[config.mk]
export PLATFORM = sky130hd
export DESIGN_NAME = ppc_pipe_ctrl
export DESIGN_NICKNAME = d
export VERILOG_FILES = /design/src/rtl/core/ppc_pkg.sv /design/src/rtl/core/ppc_pipe_ctrl.sv
export SDC_FILE = /design/constraint.sdc
export NUM_CORES = 1
export LEC_CHECK = 0
export ABC_AREA = 1
export ABC_CLOCK_PERIOD_IN_PS = 1180
export BUFFER_PORTS_ARGS = -buffer_cell sky130_fd_sc_hd__buf_4
export CAP_MARGIN = 20
export CORE_AREA = 8 8 45 47
export DETAILED_ROUTE_END_ITERATION = 16
export DIE_AREA = 0 0 53 55
export GPL_ROUTABILITY_DRIVEN = 0
export HOLD_SLACK_MARGIN = 0.1
export PLACE_DENSITY = 0.53
export SLEW_MARGIN = 0
export SYNTH_ARGS = -nofsm -noshare
export SYNTH_HDL_FRONTEND = slang
export SYNTH_SLANG_ARGS = --single-unit
[constraint.sdc]
create_clock -name clock -period 1.18 [get_ports clock]
set_input_delay 0.177 -clock clock [delete_from_list [all_inputs] [get_ports clock]]
set_output_delay 0.177 -clock clock [all_outputs]
set_load 0.05 [all_outputs]
[src/rtl/core/ppc_pkg.sv]
// ----------------------------------------------------------------------------
// ppc_pkg: shared types, widths and helpers of the particle/plane collision unit
// Fixed point widths of every pipeline quantity, the register map and the
// rounding, saturation and small-vector helpers used by several stages.
// ----------------------------------------------------------------------------
package ppc_pkg;

   localparam int NRM_W   = 18;            // normal, Q1.16
   localparam int POS_W   = 32;            // position, Q16.16
   localparam int GAIN_W  = 18;            // gains, unsigned Q2.16
   localparam int VEL_W   = POS_W + 1;     // p - p_old
   localparam int PN_W    = NRM_W + POS_W; // n_i * p_i at Q.32
   localparam int VN_W    = NRM_W + VEL_W; // n_i * v_i at Q.32
   localparam int DOT_W   = PN_W + 2;      // sum of three products
   localparam int S_W     = 37;            // s = v.n at Q.16
   localparam int NS_W    = NRM_W + S_W;
   localparam int R_W     = 41;            // reflected velocity at Q.16
   localparam int RN_W    = NRM_W + R_W;
   localparam int T_W     = 45;            // t = r.n at Q.16
   localparam int NT_W    = NRM_W + T_W;
   localparam int RV_W    = 47;            // normal part at Q.16
   localparam int RH_W    = 48;            // tangential part at Q.16
   localparam int RVG_W   = RV_W + GAIN_W + 1;
   localparam int RHG_W   = RH_W + GAIN_W + 1;
   localparam int WIDE_W  = 80;            // working width of the helpers
   localparam int CSR_IDX_W  = 3;
   localparam int CSR_DATA_W = 32;
   localparam int NUM_STAGES = 10;
   localparam int SMALL_LIMIT = 429496;    // 0.0001 at Q.32

   typedef logic signed [NRM_W-1:0] nrm_type;
   typedef logic signed [POS_W-1:0] pos_type;
   typedef logic signed [VEL_W-1:0] vel_type;
   typedef logic signed [S_W-1:0]   s_type;
   typedef logic signed [RV_W-1:0]  rv_type;
   typedef logic signed [RH_W-1:0]  rh_type;
   typedef logic signed [WIDE_W-1:0] wide_type;

   typedef enum logic [CSR_IDX_W-1:0] {
      CSR_NORMAL_X     = 3'd0,
      CSR_NORMAL_Y     = 3'd1,
      CSR_NORMAL_Z     = 3'd2,
      CSR_PLANE_OFFSET = 3'd3,
      CSR_FRICTION     = 3'd4,
      CSR_RESTITUTION  = 3'd5
   } csr_idx_type;

   typedef struct packed {
      logic signed [NRM_W-1:0] normal_x;
      logic signed [NRM_W-1:0] normal_y;
      logic signed [NRM_W-1:0] normal_z;
      logic signed [POS_W-1:0] plane_offset;
      logic [GAIN_W-1:0]       friction_gain;
      logic [GAIN_W-1:0]       restitution_gain;
   } cfg_type;

   localparam wide_type HALF_LSB = 80'sd32768;
   localparam wide_type POS_MAX  = 80'sh0000_0000_0000_7FFF_FFFF;
   localparam wide_type POS_MIN  = -80'sh0000_0000_0000_8000_0000;

   // round half up, drop 16 fraction bits
   function automatic wide_type rnd16(input wide_type x);
      wide_type y;
      y = x + HALF_LSB;
      return y >>> 16;
   endfunction

   function automatic pos_type sat32(input wide_type x);
      pos_type r;
      if (x > POS_MAX) begin
         r = POS_MAX[POS_W-1:0];
      end else if (x < POS_MIN) begin
         r = POS_MIN[POS_W-1:0];
      end else begin
         r = x[POS_W-1:0];
      end
      return r;
   endfunction

   // squared length at Q.32 at most 0.0001; any component of 1024 or more fails
   function automatic logic is_small(input rh_type c0, input rh_type c1, input rh_type c2);
      rh_type           c [3];
      logic             ok;
      logic [23:0]      sum;
      logic signed [21:0] lo;
      logic signed [21:0] sq;
      c[0] = c0;
      c[1] = c1;
      c[2] = c2;
      ok   = 1'b1;
      sum  = '0;
      for (int i = 0; i < 3; i++) begin
         if (c[i] > 1023 || c[i] < -1023) begin
            ok = 1'b0;
         end
         lo  = c[i][21:0];
         sq  = lo * lo;
         sum = sum + 24'(unsigned'(sq));
      end
      return ok && (sum <= 24'(SMALL_LIMIT));
   endfunction

endpackage

[src/rtl/core/ppc_pipe_ctrl.sv]
// ----------------------------------------------------------------------------
// ppc_pipe_ctrl: valid bits and per-stage load enables
// One valid bit per stage; a stage loads when it is empty or its successor
// loads, so bubbles collapse and a stall loses or repeats nothing.
// ----------------------------------------------------------------------------
module ppc_pipe_ctrl import ppc_pkg::*; (
   input  logic                  clock,
   input  logic                  reset,
   input  logic                  in_valid,
   input  logic                  out_ready,
   output logic [NUM_STAGES-1:0] stage_en,
   output logic                  out_valid
);

   logic [NUM_STAGES-1:0] vld_ff;
   logic [NUM_STAGES-1:0] vld_in;

   always_comb begin
      stage_en[NUM_STAGES-1] = !vld_ff[NUM_STAGES-1] || out_ready;
      for (int k = NUM_STAGES - 2; k >= 0; k--) begin
         stage_en[k] = !vld_ff[k] || stage_en[k+1];
      end
      vld_in[0] = stage_en[0] ? in_valid : vld_ff[0];
      for (int k = 1; k < NUM_STAGES; k++) begin
         vld_in[k] = stage_en[k] ? vld_ff[k-1] : vld_ff[k];
      end
   end

   always_ff @(posedge clock) begin
      if (reset) begin
         vld_ff <= '0;
      end else begin
         vld_ff <= vld_in;
      end
   end

   assign out_valid = vld_ff[NUM_STAGES-1];

   a_en_chain: assert property (@(posedge clock) disable iff (reset)
      stage_en[NUM_STAGES-1] |-> stage_en[0])
      else $error("load enable of last stage without first stage");
   a_hold_full: assert property (@(posedge clock) disable iff (reset)
      (out_valid && !out_ready) |=> out_valid)
      else $error("stalled result dropped");
   a_take_beat: assert property (@(posedge clock) disable iff (reset)
      (in_valid && stage_en[0]) |=> vld_ff[0])
      else $error("accepted beat not captured");
   a_reset_empty: assert property (@(posedge clock)
      reset |=> (vld_ff == '0))
      else $error("pipeline not empty after reset");

endmodule

==> impl_metrics.toml <==
[global_route]
grt_max_degree = 11
gr-total-overflow = 0
grt.total_usage = 0.0701
antenna_found_initial = 0
grt_pass1_vias = 393
grt_pass1_wl_um = 1560
grt_use_met1 = 0.0826
met3_usage = 0.0160
busiest_layer = "met2"
use_met2 = 0.109

[sta]
period_minus_slack_ns = 1.63
min_period_over_period = 1.38
finalHoldViolCount = 0
max_slew.worst_pin.slew_ns = 0.262
fin_skew_ns = 0.00663
slew_viol_final = 0
setup_viol = 12
worst_slack_ns = -0.450
max_clock_freq_mhz = 614
grt_setup_unrepaired = "yes"
relSlewSlack = 0.825

[final_layout]
final_util = 0.572
nFillCells = 134
top_regs = "vld_ff: 10 flops"
largest_register = "vld_ff"
n_antenna_cell = 0
mostFrequentLayoutCells = "buf_4, inv_1, buf_6"
area_growth_pct = 97.8
final_common_cell = "buf_4"
drive_gt1_frac = 0.662
nNetsFinal = 82
largest_register_ffs = 10
final_cells = 93

[floorplan]
die_h_um = 55
die-area_um2 = 2920
initial_core_util = 0.289
core-area_um2 = 1380
io-pin-count = 15
fp-row-count = 14
die_w_um = 53

[worst_setup_path]
cp-end-kind = "output pin"
critical_path_arrival_ns = 1.45
critical_path.max_fanout = 4
crit_type = "reg2out"
cp-start-kind = "flop"
worst_ep_required_time_ns = 1.00

[clock_network]
path_clk_slew_ns = 0.07
cts-root-buf = "clkbuf_4"
ctsHoldBuffers = 0
htreeDepth = 1
cts_inserted_buffers = 3
clkSinkCount = 10
cts_tree = "done"
clkLatencyLatePin_ns = 0.26
cts_buffer_depth = 2

[yosys]
yosysSeqAreaShare = 0.500
synth_area_leaders = "dfxtp_1, inv_1, a21oi_1, nor2_4, nand4_4"
yosys_warnings = 0
ys_types = 11
synth_cells = 45
syn-cell-area_um2 = 400
postSynthRegisterBits = 10
yosys.area.top_type = "dfxtp_1"
synthesis.nets = 49
post_synth.cell_area_avg_um2 = 8.90
synth.top_cell.area_share = 0.500

[routing]
routed_via_density = 4.14
postRouteAntennaNets = 0
drtIter0Drc = 4
vias = 385
wl_per_cell_um = 10.2
drc = 0
dr.pass1.iters = 2
wl_um = 950

[run_status]
violations = "negative setup slack"
status = "finished with violations"

[power]
vdd_drop_max_uv = 637
power_mw = 0.619
power_leakage_nw = 0.332
power.density_nw_per_um2 = 781

[run]
cap_violations = 0

[place]
io_buffers = 14
hpwl_um = 664
dp_cells = 83

[min_path]
hold_class = "in2reg"
cell usage after synthesis:
cell type   n
a21oi_1     8
a21oi_2     1
clkbuf_1    1
dfxtp_1    10
inv_1      13
nand2_1     3
nand3_2     2
nand4_2     1
nand4_4     1
nor2_1      3
nor2_4      2
per-layer routing:
| metal | wire length [um] | up-vias | part of all wire |
|---|---|---|---|
| met5 | 0 | - | 0 |
| met4 | 0 | 0 | 0 |
| met3 | 61 | 0 | 0.064 |
| met2 | 477 | 11 | 0.50 |
| met1 | 411 | 171 | 0.43 |
| li1 | - | 203 | - |
cell families (layout without fill, tap and decap cells):
| group | after synthesis | count (layout) | synth area share |
|---|---|---|---|
| flops | 10 | 10 | 0.500 |
| compound gates | 9 | 9 | 0.122 |
| simple gates | 12 | 12 | 0.247 |
| buf+inv | 14 | 46 | 0.131 |
path summary, 6_finish.rpt:
kind / startpoint / endpoint / slack (ns) / cells after the start
setup / recovery: vld_ff[8] / stage_en[0] / -0.45 / 6
hold / removal: in_valid / vld_ff[0] / 0.16 / 3
setup reg to reg: vld_ff[8] / vld_ff[0] / -0.26 / 8
hold reg to reg: vld_ff[8] / vld_ff[9] / 0.47 / 2
per-stage QoR:
step	setup slack, ns	setup TNS, ns	hold slack [ns]	area, um2
floorplan	-0.731	-7.25	0.321	439
global placement	-0.234	-0.988	0.422	628
detailed placement	-0.250	-1.17	0.429	628
CTS	-0.444	-2.86	0.149	719
global route	-0.546	-4.56	0.162	792
finish	-0.450	-3.24	0.159	792
final cells by class:
class	instances	area, um2	area share
well taps	16	20.0	0.0253
multi-input cells	21	206	0.261
flip-flops and latches	10	205	0.259
repair buffers	29	282	0.355
inverters	13	52.6	0.0664
clock buffers	4	26.3	0.0332
worst max-delay path, cell delays in order (launching register included):
cell,delay [ns]
dfxtp_2,0.35
nand3_4,0.09
nor2_4,0.11
nand4_4,0.10
nor2_4,0.22
nand4_4,0.15
buf_8,0.18
power by group:
group          switching (mW)  internal [mW]  leakage [nW]
Sequential            0.00702          0.341        0.0825
Clock                   0.111          0.130        0.0150
Combinational          0.0154         0.0140         0.234
what timing repair did:
| item | 4_1_cts | 5_1_grt |
|---|---|---|
| setup endpoints to repair | 15 | 16 |
| resized for setup | 14 | 11 |
| setup buffers | 2 | 5 |
| pin swaps | 1 | 2 |
Note: power is estimated with default switching activity, not from simulation.
